===== config.mk =====
export PLATFORM = sky130hd
export DESIGN_NAME = strict_utf8_validator
export DESIGN_NICKNAME = d
export VERILOG_FILES = /design/src/rtl/su8v_pkg.sv /design/src/rtl/strict_utf8_validator.sv /design/src/rtl/su8v_decode.sv
export SDC_FILE = /design/constraint.sdc
export NUM_CORES = 1
export LEC_CHECK = 0
export BUFFER_PORTS_ARGS = -buffer_cell sky130_fd_sc_hd__buf_2
export CAP_MARGIN = 20
export CORE_MARGIN = 2
export CORE_UTILIZATION = 60
export CTS_CLUSTER_DIAMETER = 50
export DETAILED_ROUTE_END_ITERATION = 7
export PLACE_DENSITY = 0.8
export SLEW_MARGIN = 20
export SYNTH_ARGS = -nofsm -noshare
export SYNTH_HDL_FRONTEND = slang
export SYNTH_SLANG_ARGS = --single-unit

===== constraint.sdc =====
create_clock -name clk_i -period 5.2 [get_ports clk_i]
set_clock_uncertainty 0.1 [all_clocks]
set_input_delay 0.52 -clock clk_i [delete_from_list [all_inputs] [get_ports clk_i]]
set_output_delay 0.52 -clock clk_i [all_outputs]
set_load 0.02 [all_outputs]

===== src/rtl/su8v_pkg.sv =====
// ----------------------------------------------------------------------------
// su8v_pkg
// Shared types and constants of the strict utf-8 validator.
// ----------------------------------------------------------------------------
package su8v_pkg;

  localparam int unsigned ScalarW = 21;

  // sequence length class, sets the smallest scalar that is not overlong
  localparam logic [1:0] LenNone = 2'd0;
  localparam logic [1:0] Len2B   = 2'd1;
  localparam logic [1:0] Len3B   = 2'd2;
  localparam logic [1:0] Len4B   = 2'd3;

  localparam logic [7:0] AsciiSpace = 8'h20;
  localparam logic [7:0] AsciiDel   = 8'h7F;
  localparam logic [7:0] LeadMin2B  = 8'hC2;
  localparam logic [7:0] LeadMax2B  = 8'hDF;
  localparam logic [7:0] LeadMin3B  = 8'hE0;
  localparam logic [7:0] LeadMax3B  = 8'hEF;
  localparam logic [7:0] LeadMin4B  = 8'hF0;
  localparam logic [7:0] LeadMax4B  = 8'hF4;

  localparam logic [ScalarW-1:0] ScalarMax    = 21'h10FFFF;
  localparam logic [ScalarW-1:0] Min2B        = 21'h000080;
  localparam logic [ScalarW-1:0] Min3B        = 21'h000800;
  localparam logic [ScalarW-1:0] Min4B        = 21'h010000;
  localparam logic [ScalarW-1:0] SurrLo       = 21'h00D800;
  localparam logic [ScalarW-1:0] SurrHi       = 21'h00DFFF;
  localparam logic [ScalarW-1:0] C1Lo         = 21'h000080;
  localparam logic [ScalarW-1:0] C1Hi         = 21'h00009F;
  localparam logic [ScalarW-1:0] NonCharLo    = 21'h00FDD0;
  localparam logic [ScalarW-1:0] NonCharHi    = 21'h00FDEF;
  localparam logic [15:0]        PlaneEndLo   = 16'hFFFE;
  localparam logic [ScalarW-1:0] LineSep      = 21'h002028;
  localparam logic [ScalarW-1:0] ParaSep      = 21'h002029;

  typedef struct packed {
    logic [1:0]         pending;
    logic [ScalarW-1:0] accum;
    logic [1:0]         len_class;
    logic               failed;
  } dec_state_t;

endpackage


===== src/rtl/strict_utf8_validator.sv =====
// ----------------------------------------------------------------------------
// strict_utf8_validator
// Strict utf-8 string checker, one byte per transfer, one verdict per string.
// ----------------------------------------------------------------------------
// channel   dir  tdata                  tlast      tuser
// s_axis    in   [7:0] data_byte        is_final   -
// m_axis    out  [0] valid_res, [7:1] 0 -          -
//
// one byte per cycle unless a final byte waits on a stalled result; a verdict
// is offered from the result register, after the final byte has passed the input
// register and the decode. the throughput is set by the decode step on the state
// register. reset clears both valid flags and the decode state.
// a stalled result blocks only the next final byte, which waits in the input
// register and holds off the input; the bytes before it keep flowing.
module strict_utf8_validator
  import su8v_pkg::*;
(
  input  logic       clk_i,
  input  logic       rst_ni,
  input  logic       s_axis_tvalid_i,
  output logic       s_axis_tready_o,
  input  logic [7:0] s_axis_tdata_i,   // [7:0] data_byte
  input  logic       s_axis_tlast_i,   // is_final
  output logic       m_axis_tvalid_o,
  input  logic       m_axis_tready_i,
  output logic [7:0] m_axis_tdata_o    // [0] valid_res, [7:1] zero
);

  logic       in_valid_q, in_valid_d;
  logic [7:0] in_byte_q;
  logic       in_last_q;
  logic       out_valid_q, out_valid_d;
  logic       out_res_q;
  logic       out_free;
  logic       adv;
  logic       take_in;
  dec_state_t st_q, st_d;
  logic       verdict;

  su8v_decode u_decode (
    .state_i   (st_q),
    .byte_i    (in_byte_q),
    .last_i    (in_last_q),
    .state_o   (st_d),
    .verdict_o (verdict)
  );

  assign out_free        = !out_valid_q || m_axis_tready_i;
  assign adv             = in_valid_q && (!in_last_q || out_free);
  assign s_axis_tready_o = !in_valid_q || adv;
  assign take_in         = s_axis_tvalid_i && s_axis_tready_o;

  assign in_valid_d  = take_in || (in_valid_q && !adv);
  assign out_valid_d = (adv && in_last_q) || (out_valid_q && !m_axis_tready_i);

  always_ff @(posedge clk_i or negedge rst_ni) begin
    if (!rst_ni) begin
      in_valid_q  <= 1'b0;
      out_valid_q <= 1'b0;
      st_q        <= '0;
    end else begin
      in_valid_q  <= in_valid_d;
      out_valid_q <= out_valid_d;
      if (adv) begin
        st_q <= st_d;
      end
    end
  end

  always_ff @(posedge clk_i) begin
    if (take_in) begin
      in_byte_q <= s_axis_tdata_i;
      in_last_q <= s_axis_tlast_i;
    end
    if (adv && in_last_q) begin
      out_res_q <= verdict;
    end
  end

  assign m_axis_tvalid_o = out_valid_q;
  assign m_axis_tdata_o  = {7'd0, out_res_q};

  // state is cleared after every verdict
  assert property (@(posedge clk_i) disable iff (!rst_ni)
    (adv && in_last_q) |=> (st_q == '0))
    else $error("decode state not cleared after final byte");

  // an error stays until the final byte
  assert property (@(posedge clk_i) disable iff (!rst_ni)
    (st_q.failed && !(adv && in_last_q)) |=> st_q.failed)
    else $error("sticky error flag dropped mid-string");

  // a new result comes only from a final byte
  assert property (@(posedge clk_i) disable iff (!rst_ni)
    $rose(m_axis_tvalid_o) |-> $past(adv && in_last_q))
    else $error("result without a final byte");

  // a final byte never overwrites a result still waiting
  assert property (@(posedge clk_i) disable iff (!rst_ni)
    (out_valid_q && !m_axis_tready_i) |-> !(adv && in_last_q))
    else $error("final byte processed over a pending result");

endmodule


===== src/rtl/su8v_decode.sv =====
// ----------------------------------------------------------------------------
// su8v_decode
// Combinational byte step: lead/continuation decode, scalar checks, verdict.
// ----------------------------------------------------------------------------
module su8v_decode
  import su8v_pkg::*;
(
  input  dec_state_t  state_i,
  input  logic [7:0]  byte_i,
  input  logic        last_i,
  output dec_state_t  state_o,
  output logic        verdict_o
);

  dec_state_t         upd;
  logic [ScalarW-1:0] cp;
  logic [ScalarW-1:0] cp_min;
  logic               cp_ok;

  assign cp = {state_i.accum[ScalarW-7:0], byte_i[5:0]};

  always_comb begin
    case (state_i.len_class)
      Len2B:   cp_min = Min2B;
      Len3B:   cp_min = Min3B;
      default: cp_min = Min4B;
    endcase
  end

  assign cp_ok = (cp >= cp_min) && (cp <= ScalarMax)
              && !((cp >= SurrLo) && (cp <= SurrHi))
              && !((cp >= C1Lo) && (cp <= C1Hi))
              && !((cp >= NonCharLo) && (cp <= NonCharHi))
              && !(cp[15:0] >= PlaneEndLo)
              && (cp != LineSep) && (cp != ParaSep);

  always_comb begin
    upd = state_i;
    if (!state_i.failed) begin
      if (state_i.pending == 2'd0) begin
        if (!byte_i[7]) begin
          if ((byte_i < AsciiSpace) || (byte_i == AsciiDel)) begin
            upd.failed = 1'b1;
          end
        end else if ((byte_i >= LeadMin2B) && (byte_i <= LeadMax2B)) begin
          upd.pending   = 2'd1;
          upd.accum     = {16'd0, byte_i[4:0]};
          upd.len_class = Len2B;
        end else if ((byte_i >= LeadMin3B) && (byte_i <= LeadMax3B)) begin
          upd.pending   = 2'd2;
          upd.accum     = {17'd0, byte_i[3:0]};
          upd.len_class = Len3B;
        end else if ((byte_i >= LeadMin4B) && (byte_i <= LeadMax4B)) begin
          upd.pending   = 2'd3;
          upd.accum     = {18'd0, byte_i[2:0]};
          upd.len_class = Len4B;
        end else begin
          upd.failed = 1'b1;
        end
      end else if (byte_i[7:6] != 2'b10) begin
        upd.failed = 1'b1;
      end else begin
        upd.accum   = cp;
        upd.pending = state_i.pending - 2'd1;
        // checks apply once the last continuation byte is in
        if ((state_i.pending == 2'd1) && !cp_ok) begin
          upd.failed = 1'b1;
        end
      end
    end
  end

  assign verdict_o = !upd.failed && (upd.pending == 2'd0);
  assign state_o   = last_i ? '0 : upd;

endmodule


=== After elaboration in Yosys (flattened, before gate mapping) ===
Index checks and enable logic that the tools add are counted.

* Multiplexer cells: 18
* Reduce and logical (&&, ||, !) cells: 44
* Magnitude comparators: 16
* Eq/ne operators: 11
* Add/sub/neg operators: 1

{| class="wikitable"
|+ Operator list
! operator !! count
|-
| two-way mux 25 bit || 4
|-
| two-way mux 26 bit || 2
|-
| two-way mux 23 bit || 2
|-
| >= comparator 21 x 16 -> 1 bit, second input constant || 2
|-
| less-or-equal comparator 21 x 16 -> 1 bit, second input constant || 2
|-
| inequality test 21 x 14 -> 1 bit, second input constant || 2
|-
| one-hot mux 17 bit (2 select lines) || 1
|-
| >= comparator 8 bit, second input constant || 3
|-
| less-or-equal comparator 8 bit, second input constant || 3
|-
| >= comparator 21 x 17 -> 1 bit || 1
|-
| >= comparator 21 x 8 -> 1 bit, second input constant || 1
|-
| less-or-equal comparator 21 bit, second input constant || 1
|-
| less-or-equal comparator 21 x 8 -> 1 bit, second input constant || 1
|-
| logical AND 1 bit || 20
|-
| >= comparator 16 bit, second input constant || 1
|-
| zero test 1 bit || 11
|-
| AND reduction 5 bit || 2
|-
| equality test 8 x 7 -> 1 bit, second input constant || 1
|-
| < comparator 8 x 6 -> 1 bit, second input constant || 1
|-
| two-way mux 1 bit || 8
|-
| logical OR 1 bit || 6
|-
| inequality test 5 bit, second input constant || 1
|-
| equality test 2 x 1 -> 1 bit, second input constant || 2
|-
| zero test 2 bit || 2
|-
| other kinds (8) || 10
|}

* Bits of input ports: 13
* Flip-flop bits (word level): 32

=== Depth between registers and ports, before layout ===
Gate-level depths: netlist (run 1).

* Word-level depth: 18
* Depth in mapped cells: 9
* Mapped depth without buffers: 8

=== Cells and area by module ===
Synthesis (run 1) repeated with hierarchy kept, for this count alone.

* Cells, all modules: 330
* Area total of the unflattened synthesis: 3096.7 µm²

{| class="wikitable"
|+ Modules (own cells, without submodules)
! module !! cells each !! instances !! area an instance (µm²) !! sequential area each (µm²)
|-
| strict_utf8_validator || 178 || 1 || 2016.9 || 1001.0
|-
| su8v_decode || 152 || 1 || 1079.8 || 0.0
|}

=== Least setup slack after synthesis (run 1) ===
OpenSTA, ideal clock, no wires.

* Path type: reg-to-reg
* Start point: register st_q[24] in the netlist's numbering
* End point: register st_q[2] in the netlist's numbering
* Stages on the path, launching flop included: 9
* Arrival time: 1.781 ns
* Path buffers: 1
* Period minus slack after synthesis: 2.009 ns
* Library setup time: 0.128 ns
* Path slack: 3.191 ns
* Data required time: 4.972 ns
* Cell sequence: dfrtp_1 > inv_1 > ha_1 > buf_2 > inv_2 > or3_1 > nor3_1 > o21bai_1 > mux2_1

* Cells in the longest elaborated chain, start to end: 3

{| class="wikitable"
|+ RTL lines
! item !! line !! source
|-
| from (decl) || strict_utf8_validator.sv:37 || <nowiki>dec_state_t st_q, st_d;</nowiki>
|-
| from (signal assigned) || strict_utf8_validator.sv:65 || <nowiki>st_q <= st_d;</nowiki>
|-
| zero test 2 bit || su8v_decode.sv:40 || <nowiki>if (state_i.pending == 2'd0) begin</nowiki>
|-
| nonzero test 2 bit (no source line) || - ||
|-
| AND reduction 5 bit (no source line) || - ||
|}

No other way between the ends.
A chain may end at the register's enable or synchronous reset.

=== Final worst setup path (run 1) ===
* Start point: register in_last_q
* End point: register st_q[2] in the netlist's numbering

* Cells in the longest elaborated chain, start to end: 4
* Elaborated cells between the ends (all ways): 9
* Those cells by class: eq/ne (1); mux (1); reduce/logical (7)

{| class="wikitable"
|+ RTL lines
! item !! line !! source
|-
| from (decl) || strict_utf8_validator.sv:31 || <nowiki>logic in_last_q;</nowiki>
|-
| from (signal assigned) || strict_utf8_validator.sv:73 || <nowiki>in_last_q <= s_axis_tlast_i;</nowiki>
|-
| zero test 1 bit || strict_utf8_validator.sv:49 || <nowiki>assign adv = in_valid_q && (!in_last_q || out_free);</nowiki>
|-
| logical OR 1 bit || strict_utf8_validator.sv:49 ||
|-
| logical AND 1 bit || strict_utf8_validator.sv:49 ||
|-
| AND reduction 5 bit (no source line) || - ||
|}

Parallel ways exist; a longest one is shown, timed or not.

==> results_tabular.tex, run 1 <==
\begin{tabular}{lr}
\hline
Metric & Value \\
\hline
\multicolumn{2}{l}{\textbf{Floorplan}} \\
\quad Standard-cell row count & 20 \\
\quad Initial standard-cell utilization of the core & 0.6412 \\
\quad Width of the die & 61.82 µm \\
\quad Area enclosed by the die boundary & 0.003821 mm² \\
\quad I/O pin cnt & 23 \\
\quad Area of the core & 0.003128 mm² \\
\quad Vert. Die Dim & between 60 and 70 µm \\
\multicolumn{2}{l}{\textbf{Clock network}} \\
\quad TritonCTS clock tree & built \\
\quad Clock tree root buffer cell & clkbuf\_4 \\
\quad Clock transition at path regs & 100 ps \\
\quad CTS buffer count & 5 \\
\quad Number of buffers inserted to repair setup after CTS & 0 \\
\quad Max H-tree Level & 2 \\
\quad \# clock sinks & 32 \\
\quad Number of hold buffers added after cts & 0 \\
\quad Clk buf depth & 2 \\
\quad Post-cts gate resize count & 0 \\
\quad Clock latency reported for the late side of the worst-skew pair & 330 ps \\
\multicolumn{2}{l}{\textbf{Power and ir drop}} \\
\quad Leakage power total & roughly 0.88 nW \\
\quad Worst IR Drop VDD & 0.2108 mV \\
\quad Post-layout power & 0.0007394 W \\
\quad Power density over cell area & 346.2 mW/mm² \\
\multicolumn{2}{l}{\textbf{Finish}} \\
\quad Fraction of final layout cells sized beyond drive strength 1 & 0.1598 \\
\quad Final core area utilization & 0.6828 \\
\quad Antenna Diode Count & 0 \\
\quad \# nets final & roughly 240 \\
\quad Synth-to-Final Area Change & 6.488\% \\
\quad Cell area after layout & 0.002136 mm² \\
\multicolumn{2}{l}{\textbf{Min path}} \\
\quad Worst min-delay path class & in2async \\
\multicolumn{2}{l}{\textbf{Setup path}} \\
\quad Setup slack of the most critical reg-to-reg path & 2440 ps \\
\quad Critical path endpoint category & flop \\
\quad Sort of element at the start of the critical path & flop \\
\quad Worst setup path class & reg2reg \\
\quad Data arrival at the endpoint of the critical path & 2880 ps \\
\quad Highest-delay cell along the critical path & nand2\_1 \\
\quad Cell Chain, Critical Path & inv\_2 > or3\_1 > nand2\_1 > o21bai\_1 > mux2\_1 \\
\quad Launch point of the worst reg-to-reg path & in\_last\_q \\
\quad CP peak stage delay & around 740 ps \\
\quad Worst-case reg-to-reg path depth & 5 \\
\quad Worst-path maximum fanout & 34 \\
\quad Destination of the worst register-to-register timing path & st\_q[2] \\
\quad Worst path required time & 5320 ps \\
\multicolumn{2}{l}{\textbf{Global route}} \\
\quad Global routing usage summed across all routing layers & 0.2702 \\
\quad Number of antenna violations at the first check in global routing & 0 \\
\quad Pin count of the biggest net entering global routing & 35 \\
\quad Wire length of the first global-routing pass & between 7000 and 8000 µm \\
\quad Vias in the first global route & 1612 \\
\quad Total overflow reported by the global router & 0 \\
\multicolumn{2}{l}{\textbf{Synth}} \\
\quad Proportion of register bits with asynchronous set or reset after synthesis & 0.6875 \\
\quad FF+latch count, synth & 32 \\
\quad Main synth FF type & dfrtp\_1 \\
\quad Area of the mapped netlist & 0.002006 mm² \\
\quad Portion of the post-synthesis area used by sequential elements & 0.4242 \\
\quad Number of cells produced by synthesis & 209 \\
\quad Average footprint of a synthesized cell & 9.597 µm² \\
\quad Synth Warn \# & 0 \\
\quad Number of unique standard cell types used by synthesis & 56 \\
\quad Post-synth EDFFs & 10 \\
\multicolumn{2}{l}{\textbf{Route}} \\
\quad Total via count after detailed routing & $\sim$1.7k \\
\quad Number of iterations in the first detailed-routing pass & 5 \\
\quad Wirelength, routed & 4517 µm \\
\quad Vias per std cell & between 6 and 7 \\
\quad Routed Antenna Nets & 0 \\
\quad DRC violation count after routing & 0 \\
\quad Iter 0 DRT Violations & 146 \\
\quad Post-detailed-route wirelength per cell & 17.17 µm \\
\multicolumn{2}{l}{\textbf{Placement}} \\
\quad Routability cong. & around 0.91 \\
\quad Number of buffers inserted by port buffering & 15 \\
\quad Area after DPL & 0.002056 mm² \\
\quad Pre-CTS setup slack & 2506 ps \\
\quad DP HPWL & 3270 µm \\
\multicolumn{2}{l}{\textbf{STA}} \\
\quad Pin slew with the least headroom to its limit & 981.3 ps \\
\quad RSZ-0062 raised after global routing & no \\
\quad Share of the clock period used by the worst path & 0.5312 \\
\quad Minimum clock period & approximately 2800 ps \\
\quad Number of slew-limit violations in the final report & 0 \\
\quad Worst rel slew slack & 0.3442 \\
\quad FMAX & $\sim$360 MHz \\
\quad Endpoints failing hold & 0 \\
\quad Final setup margin & between 2000 and 2500 ps \\
\quad Final setup fails & 0 \\
\quad Total negative setup slack & 0 ps \\
\multicolumn{2}{l}{\textbf{Status}} \\
\quad Status & finished clean \\
\multicolumn{2}{l}{\textbf{Flow run}} \\
\quad Number of maximum-capacitance constraint violations & 0 \\
\hline
\end{tabular}
## logic make-up (layout without fill, tap and decap cells)
| family | after synthesis | count (layout) | synth area share |
|---|---|---|---|
| adders and majority gates | 7 | 7 | 0.04367 |
| muxes | 3 | 3 | 0.01622 |
| and+or+nand+nor | 66 | 66 | 0.1884 |
| DFF | 32 | 32 | 0.4242 |
| other | 1 | 7 | 0.001870 |
| AOI/OAI and AO/OA | 67 | 67 | 0.2446 |
| buffers and inverters | 33 | 37 | 0.08109 |
## stage by stage
stage | cells | hold slack, ps
floorplan | 215 | 124.4
global placement | 255 | 406.1
detailed placement | 255 | 410.3
CTS | 263 | 48.70
global route | 263 | 66.99
finish | 263 | 35.39
## worst max-delay path: cells and delay by family (launching register included)
kind            cells  cell delay (ps)
compound gates      1              290
buf+inv             1              130
flops               1              620
mux                 1              350
simple gates        2             1170
## routing by layer
metal | share of wire | global-route usage | up-vias
met1 | 0.43 | 0.3642 | 798
met4 | 0.017 | 0.08207 | 0
met3 | 0.094 | 0.08075 | 14
met2 | 0.46 | 0.4226 | 105
li1 | - | - | 801
met5 | 0 | 0 | -
## cell usage after synthesis (all sizes together), types with 2 or more instances
master	instances	area, µm²
dfrtp	22	550.5
o21ai	21	105.1
nand2	18	67.56
inv	14	52.55
buf	13	87.58
o31ai	13	97.59
edfxtp	10	300.3
ha	7	87.58
nor2	7	26.28
a21oi	6	33.78
clkbuf	6	22.52
nor3	6	30.03
nor4	6	50.04
o41ai	6	60.06
or4	5	45.04
nand2b	4	25.02
nand3	4	20.02
nand4	4	25.02
a211oi	2	15.01
a22o	2	17.52
a31oi	2	18.77
mux2	2	22.52
nor4b	2	17.52
o21bai	2	15.01
o31a	2	17.52
or3	2	12.51
## power breakdown
group / internal, W / total (W) / switching, W
sequential: 0.000288 / 0.000327 / 0.0000389
clock: 0.0000795 / 0.000164 / 0.0000849
combinational: 0.0000948 / 0.000248 / 0.000153
total: 0.000463 / 0.000739 / 0.000277
## worst max-delay path by stage
stage	from	depth (start not counted)	end	slack, ps
floorplan	st_q[24]	8	st_q[2]	3190
global placement	in_last_q	5	st_q[2]	2590
detailed placement	st_q[24]	7	st_q[14]	2510
CTS	st_q[24]	7	st_q[16]	2470
global route	in_last_q	5	st_q[2]	2240
finish	in_last_q	5	st_q[2]	2440
## layout by cell type, fill, tap and decap left out, types with 6 or more instances in the layout
cell / n
o21ai_0: 17
edfxtp_1: 10
nor3_1: 6
nor2_1: 7
o31ai_1: 13
buf_2: 15
inv_1: 12
ha_1: 7
nand2_1: 18
conb_1: 7
dfrtp_1: 22
## final cells by class
cell class	count	area, µm²
repair buffers	15	75.07
well taps	44	55.05
fillers	247	992.2
flip-flops and latches	32	850.8
inverters	14	52.55
multi-input cells	150	1033
clock buffers	8	68.82
## flip-flops by register name (all words and copies together), names as in the netlist
register / cells
in_last_q: 1
st_q: 20
out_res_q: 1
m_axis_tvalid_o: 1
in_valid_q: 1
in_byte_q: 8
No activity file was read; power rests on OpenSTA's default activity.
==> run 2: changes to the inputs <==
CORE_UTILIZATION = 58   (was 60)
PLACE_DENSITY = 0.77   (was 0.8)
clock period = 2.69 ns   (was 5.2 ns; I/O delays follow)
==> results_tabular.tex, run 2 (synthesis results as in run 1) <==
\begin{tabular}{lr}
\hline
Metric & Value \\
\hline
\multicolumn{2}{l}{\textbf{Status}} \\
\quad Status & finished clean (unchanged) \\
\multicolumn{2}{l}{\textbf{Floorplan}} \\
\quad Initial standard-cell utilization of the core & 0.6011 (was 0.6412) \\
\quad Vert. Die Dim & 62.81 µm (was 61.82 µm) \\
\quad I/O pin cnt & 23 (unchanged) \\
\quad Area enclosed by the die boundary & 0.003944 mm² (was 0.003821 mm²) \\
\quad Width of the die & 62.81 µm (was 61.82 µm) \\
\quad Area of the core & 0.003337 mm² (was 0.003128 mm²) \\
\quad Standard-cell row count & 21 (was 20) \\
\multicolumn{2}{l}{\textbf{Finish}} \\
\quad Antenna Diode Count & 0 (unchanged) \\
\quad Fraction of final layout cells sized beyond drive strength 1 & 0.1638 (was 0.1598) \\
\quad Leading cell type in the layout, fill and taps excluded & dfrtp\_1 (unchanged) \\
\quad Largest registers in the final layout & st\_q (20), in\_byte\_q (8) (unchanged) \\
\quad \# nets final & 251 (was 238) \\
\quad Most used cells in the layout excluding fill and tap cells & 22 x dfrtp\_1, 18 x nand2\_1, 17 x o21ai\_0, 15 x buf\_2, 13 x o31ai\_1 (unchanged) \\
\quad Largest Register & st\_q (unchanged) \\
\quad Synth-to-Final Area Change & 11.29\% (was 6.488\%) \\
\quad Flip-flop and latch area & 850.8 µm² (unchanged) \\
\quad FILL cells & 265 (was 247) \\
\quad Max FFs per register & 20 (unchanged) \\
\quad Multi-input gate area in the final layout & 0.001022 mm² (was 0.001033 mm²) \\
\quad Final core area utilization & 0.6689 (was 0.6828) \\
\multicolumn{2}{l}{\textbf{Global route}} \\
\quad Total overflow reported by the global router & 0 (unchanged) \\
\quad Global-route met3 utilization & 0.05405 (was 0.08075) \\
\quad Global Route met2 Usage & 0.3965 (was 0.4226) \\
\quad Pin count of the biggest net entering global routing & 30 (was 35) \\
\quad Routing layer with the top usage in global route & met2 (unchanged) \\
\quad Global routing usage summed across all routing layers & 0.2334 (was 0.2702) \\
\quad Number of antenna violations at the first check in global routing & 0 (unchanged) \\
\quad Vias in the first global route & 1673 (was 1612) \\
\quad Met1 demand-to-capacity share in global routing & 0.2872 (was 0.3642) \\
\quad Wire length of the first global-routing pass & 7327 µm (was 7438 µm) \\
\multicolumn{2}{l}{\textbf{Placement}} \\
\quad DP HPWL & 3087 µm (was 3270 µm) \\
\quad Routability cong. & 0.9162 (was 0.9148) \\
\quad Number of buffers inserted by port buffering & 15 (unchanged) \\
\multicolumn{2}{l}{\textbf{Route}} \\
\quad Vias per std cell & 6.090 (was 6.532) \\
\quad Wirelength, routed & 4215 µm (was 4517 µm) \\
\quad Number of iterations in the first detailed-routing pass & 4 (was 5) \\
\quad Routed Antenna Nets & 0 (unchanged) \\
\quad DRC violation count after routing & 0 (unchanged) \\
\quad Total via count after detailed routing & 1693 (was 1718) \\
\quad Post-detailed-route wirelength per cell & 15.16 µm (was 17.17 µm) \\
\quad Iter 0 DRT Violations & 94 (was 146) \\
\multicolumn{2}{l}{\textbf{Setup path}} \\
\quad Data arrival at the endpoint of the critical path & 2430 ps (was 2880 ps) \\
\quad Sort of element at the start of the critical path & flop (unchanged) \\
\quad Worst setup path class & reg2reg (unchanged) \\
\quad Critical path endpoint category & flop (unchanged) \\
\quad Worst-path maximum fanout & 10 (was 34) \\
\quad Worst path required time & 2820 ps (was 5320 ps) \\
\multicolumn{2}{l}{\textbf{Clock network}} \\
\quad Clock transition at path regs & 90 ps (was 100 ps) \\
\quad Max H-tree Level & 2 (unchanged) \\
\quad Clock latency reported for the late side of the worst-skew pair & 340 ps (was 330 ps) \\
\quad CTS buffer count & 5 (unchanged) \\
\quad TritonCTS clock tree & built (unchanged) \\
\quad Clock tree root buffer cell & clkbuf\_4 (unchanged) \\
\quad Clk buf depth & 2 (unchanged) \\
\quad Number of buffers inserted to repair setup after CTS & 0 (unchanged) \\
\quad \# clock sinks & 32 (unchanged) \\
\multicolumn{2}{l}{\textbf{STA}} \\
\quad Worst rel slew slack & 0.6659 (was 0.3442) \\
\quad Share of the clock period used by the worst path & 0.8575 (was 0.5312) \\
\quad RSZ-0062 raised after global routing & no (unchanged) \\
\quad Smallest hold slack & 21.16 ps (was 35.39 ps) \\
\quad Final setup fails & 0 (unchanged) \\
\quad Endpoints failing hold & 0 (unchanged) \\
\quad FMAX & 433.5 MHz (was 362.0 MHz) \\
\quad Pin slew with the least headroom to its limit & 501.2 ps (was 981.3 ps) \\
\quad Minimum clock period & 2307 ps (was 2762 ps) \\
\quad Number of slew-limit violations in the final report & 0 (unchanged) \\
\quad Total negative setup slack & 0 ps (unchanged) \\
\multicolumn{2}{l}{\textbf{Min path}} \\
\quad Worst min-delay path class & in2reg (was in2async) \\
\multicolumn{2}{l}{\textbf{Power and ir drop}} \\
\quad Power density over cell area & 613.9 mW/mm² (was 346.2 mW/mm²) \\
\quad Leakage power total & 0.9312 nW (was 0.8815 nW) \\
\quad Worst IR Drop VDD & 0.4032 mV (was 0.2108 mV) \\
\multicolumn{2}{l}{\textbf{Flow run}} \\
\quad Number of maximum-capacitance constraint violations & 0 (unchanged) \\
\hline
\end{tabular}
## run 2: cell type report
class	count	share of cell area
Tap cell	46	0.02578
Inverter	14	0.02354
Sequential cell	32	0.3812
Timing Repair Buffer	28	0.08857
Clock buffer	5	0.01682
Multi-Input combinational cell	150	0.4580
Clock inverter	3	0.006166
## run 2: layer usage
metal,up-vias,share of wire
li1,819,-
met1,789,0.42
met2,74,0.49
met3,11,0.068
met4,0,0.022
met5,-,0
## run 2: worst paths after layout
| check | slack, ps | end | startpoint | cells past startpoint |
|---|---|---|---|---|
| worst max-delay path | 380 | st_q[2] | st_q[24] | 7 |
| worst min-delay path | 20 | in_valid_q | s_axis_tvalid_i | 2 |
| worst max register to register | 380 | st_q[2] | st_q[24] | 7 |
| worst min register to register | 440 | st_q[2] | st_q[2] | 1 |
| max in group asynchronous | 1840 | st_q[24] | rst_ni | 2 |
| min in group asynchronous | 310 | st_q[11] | rst_ni | 2 |
## run 2: report_power, final
| group | switching [W] | total [W] | internal [W] |
|---|---|---|---|
| Clock | 0.000162 | 0.000257 | 0.0000955 |
| Sequential | 0.0000735 | 0.000631 | 0.000557 |
| Combinational | 0.000286 | 0.000482 | 0.000197 |
| Total | 0.000521 | 0.00137 | 0.000850 |
## run 2: critical path, cell delays in order (launching register included)
cell      delay, ps
dfrtp_1         410
inv_1           100
ha_1            410
inv_2           130
or3_1           410
nor3_1          180
o21bai_1        130
mux2_1          340
## run 2: repair_timing
item	CTS	global route
hold endpoints to repair	29	2
resized for setup	0	0
hold buffers	8	2
## run 2: stage by stage
stage,power [W],instances,instance area (µm²),setup WS [ps]
final,0.001370,278,2232,383.2
after global routing,0.001460,278,2232,189.3
after CTS,0.001369,276,2212,403.8
after detailed placement,0.001106,260,2081,427.1
after global placement,0.001087,260,2081,509.5
after floorplan,0.001007,215,2028,681.0
==> run 3: changes to the inputs <==
CORE_UTILIZATION = 40   (was 58)
GPL_TIMING_DRIVEN = 1   (was not set)
PLACE_DENSITY = 0.56   (was 0.77)
==> results_tabular.tex, run 3 (synthesis results as in run 1) <==
\begin{tabular}{lr}
\hline
Metric & Value \\
\hline
\multicolumn{2}{l}{\textbf{Status}} \\
\quad Status & finished clean (unchanged) \\
\multicolumn{2}{l}{\textbf{Route}} \\
\quad Vias per std cell & 5.608 (was 6.090) \\
\quad Post-detailed-route wirelength per cell & 15.54 µm (was 15.16 µm) \\
\quad DRC violation count after routing & 0 (unchanged) \\
\quad Iter 0 DRT Violations & 101 (was 94) \\
\quad Met2 WL & 1950 µm (was 2072 µm) \\
\quad Number of iterations in the first detailed-routing pass & 4 (unchanged) \\
\quad Routed Antenna Nets & 0 (unchanged) \\
\quad Uppermost metal layer occupied by signal nets & met4 (unchanged) \\
\quad Met1 wire length & 2338 µm (was 1762 µm) \\
\quad Met3 routed WL & 172 µm (was 286 µm) \\
\quad Wirelength, routed & 4523 µm (was 4215 µm) \\
\quad Total via count after detailed routing & 1632 (was 1693) \\
\multicolumn{2}{l}{\textbf{Setup path}} \\
\quad Critical path endpoint category & flop (unchanged) \\
\quad Worst path required time & 2760 ps (was 2820 ps) \\
\quad Worst-case reg-to-reg path depth & 7 (unchanged) \\
\quad Destination of the worst register-to-register timing path & st\_q[2] (unchanged) \\
\quad Worst-path maximum fanout & 10 (unchanged) \\
\quad Launch point of the worst reg-to-reg path & st\_q[24] (unchanged) \\
\quad Sort of element at the start of the critical path & flop (unchanged) \\
\quad Data arrival at the endpoint of the critical path & 2380 ps (was 2430 ps) \\
\quad Worst setup path class & reg2reg (unchanged) \\
\quad Setup slack of the most critical reg-to-reg path & 380 ps (about the same) \\
\multicolumn{2}{l}{\textbf{Power and ir drop}} \\
\quad Sequential fraction of design power & 0.427 (was 0.460) \\
\quad Leakage power total & 0.9038 nW (was 0.9312 nW) \\
\quad Net Sw Power & 0.0005538 W (was 0.0005206 W) \\
\quad Worst IR Drop VDD & 0.3071 mV (was 0.4032 mV) \\
\quad Net Sw Frac & 0.3742 (was 0.3799) \\
\quad Combinational share of power & 0.323 (was 0.352) \\
\quad Clk pwr share & 0.250 (was 0.188) \\
\quad Internal Dissipation & 0.0009263 W (was 0.0008497 W) \\
\quad Post-layout power & 0.001480 W (was 0.001370 W) \\
\quad Power density over cell area & 669.1 mW/mm² (was 613.9 mW/mm²) \\
\multicolumn{2}{l}{\textbf{STA}} \\
\quad Endpoints failing hold & 0 (unchanged) \\
\quad Smallest hold slack & 47.79 ps (was 21.16 ps) \\
\quad Share of the clock period used by the worst path & 0.8601 (was 0.8575) \\
\quad RSZ-0062 raised after global routing & no (unchanged) \\
\quad Total negative setup slack & 0 ps (unchanged) \\
\quad FMAX & 432.2 MHz (was 433.5 MHz) \\
\quad Pin slew with the least headroom to its limit & 506.3 ps (was 501.2 ps) \\
\quad Number of slew-limit violations in the final report & 0 (unchanged) \\
\quad Worst rel slew slack & 0.6625 (was 0.6659) \\
\quad Final setup fails & 0 (unchanged) \\
\quad Minimum clock period & 2314 ps (was 2307 ps) \\
\multicolumn{2}{l}{\textbf{Finish}} \\
\quad Fraction of final layout cells sized beyond drive strength 1 & 0.1741 (was 0.1638) \\
\quad Most used cells in the layout excluding fill and tap cells & 22 x dfrtp\_1, 18 x nand2\_1, 17 x o21ai\_0, 15 x buf\_2, 13 x o31ai\_1 (unchanged) \\
\quad Synth-to-Final Area Change & 10.29\% (was 11.29\%) \\
\quad Cell area after layout & 0.002212 mm² (was 0.002232 mm²) \\
\quad Largest Register & st\_q (unchanged) \\
\quad Post-layout instance count excluding filler cells & 291 (was 278) \\
\quad Max FFs per register & 20 (unchanged) \\
\quad Leading cell type in the layout, fill and taps excluded & dfrtp\_1 (unchanged) \\
\quad \# nets final & 243 (was 251) \\
\quad Antenna Diode Count & 0 (unchanged) \\
\quad Largest registers in the final layout & st\_q (20), in\_byte\_q (8) (unchanged) \\
\multicolumn{2}{l}{\textbf{Global route}} \\
\quad Global routing usage summed across all routing layers & 0.1841 (was 0.2334) \\
\quad Total overflow reported by the global router & 0 (unchanged) \\
\quad Wire length of the first global-routing pass & 7707 µm (was 7327 µm) \\
\quad Pin count of the biggest net entering global routing & 30 (unchanged) \\
\quad Vias in the first global route & 1501 (was 1673) \\
\quad Number of antenna violations at the first check in global routing & 0 (unchanged) \\
\multicolumn{2}{l}{\textbf{Placement}} \\
\quad Number of buffers inserted by port buffering & 15 (unchanged) \\
\quad Area after DPL & 0.002115 mm² (was 0.002081 mm²) \\
\quad DP HPWL & 3338 µm (was 3087 µm) \\
\quad Routability cong. & 0.9216 (was 0.9162) \\
\quad Placed Cells & 282 (was 260) \\
\multicolumn{2}{l}{\textbf{Clock network}} \\
\quad Max H-tree Level & 2 (unchanged) \\
\quad Number of buffers inserted to repair setup after CTS & 0 (unchanged) \\
\quad TritonCTS clock tree & built (unchanged) \\
\quad \# clock sinks & 32 (unchanged) \\
\quad Clock latency reported for the late side of the worst-skew pair & 290 ps (was 340 ps) \\
\quad Clk buf depth & 2 (unchanged) \\
\quad CTS buffer count & 5 (unchanged) \\
\quad Clock transition at path regs & 70 ps (was 90 ps) \\
\quad Post-cts gate resize count & 0 (unchanged) \\
\quad Clock tree root buffer cell & clkbuf\_8 (was clkbuf\_4) \\
\multicolumn{2}{l}{\textbf{Min path}} \\
\quad Hold Path Stages & 1 (was 2) \\
\quad Worst min-delay path class & in2reg (unchanged) \\
\quad End point of the worst hold path & in\_byte\_q[6] (was in\_valid\_q) \\
\quad Worst hold path startpoint & s\_axis\_tdata\_i[6] (was s\_axis\_tvalid\_i) \\
\multicolumn{2}{l}{\textbf{Floorplan}} \\
\quad Initial standard-cell utilization of the core & 0.4191 (was 0.6011) \\
\quad Width of the die & 74.81 µm (was 62.81 µm) \\
\quad Vert. Die Dim & 74.81 µm (was 62.81 µm) \\
\quad Area enclosed by the die boundary & 0.005597 mm² (was 0.003944 mm²) \\
\quad Area of the core & 0.004786 mm² (was 0.003337 mm²) \\
\quad I/O pin cnt & 23 (unchanged) \\
\quad Standard-cell row count & 25 (was 21) \\
\multicolumn{2}{l}{\textbf{Flow run}} \\
\quad Number of maximum-capacitance constraint violations & 0 (unchanged) \\
\hline
\end{tabular}
-- run 3: what timing repair did --
action | CTS | global route
setup endpoints to repair | 0 | 0
hold buffers | 1 | 0
endpoints found under the hold margin | 22 | 0
-- run 3: worst max-delay path by stage --
stage | startpoint | end | slack [ps] | depth (start not counted)
detailed placement | st_q[24] | st_q[2] | 420 | 7
global placement | st_q[24] | st_q[2] | 500 | 7
CTS | st_q[24] | st_q[2] | 390 | 7
floorplan | st_q[24] | st_q[2] | 680 | 8
finish | st_q[24] | st_q[2] | 380 | 7
global route | st_q[24] | st_q[2] | 240 | 7
-- run 3: final cells by class --
cell class | count | area (µm²)
multi-input combinational | 150 | 1022
sequential | 32 | 850.8
tap | 67 | 83.83
fill | 479 | 2574
timing repair buffer | 20 | 115.1
inverter | 14 | 52.55
clock inverter | 3 | 18.77
clock buffer | 5 | 68.82
-- run 3: power groups by stage --
stage	Sequential (W)	Combinational (W)	Clock [W]
after global placement	0.000642	0.000480	0
final	0.000632	0.000478	0.000370
after CTS	0.000632	0.000483	0.000379
after global routing	0.000644	0.000538	0.000408
after floorplan	0.000605	0.000401	0
after detailed placement	0.000641	0.000478	0
-- run 3: critical path, cell delays in order (launching register included) --
cell and delay (ps):
dfrtp_1 410, inv_1 110, ha_1 400, inv_2 130, or3_1 410, nor3_1 160, o21bai_1 130, mux2_1 330
-- run 3: metrics by stage --
stage	setup WS [ps]	util
floorplan	681.0	-
global placement	499.5	0.4418
detailed placement	424.9	0.4418
CTS	394.1	0.4622
global route	239.7	0.4622
finish	376.4	0.4622
-- run 3: per-layer routing --
layer / vias up / global-route usage
li1: 804 / -
met1: 785 / 0.2811
met2: 36 / 0.2606
met3: 7 / 0.04016
met4: 0 / 0.05357
met5: - / 0
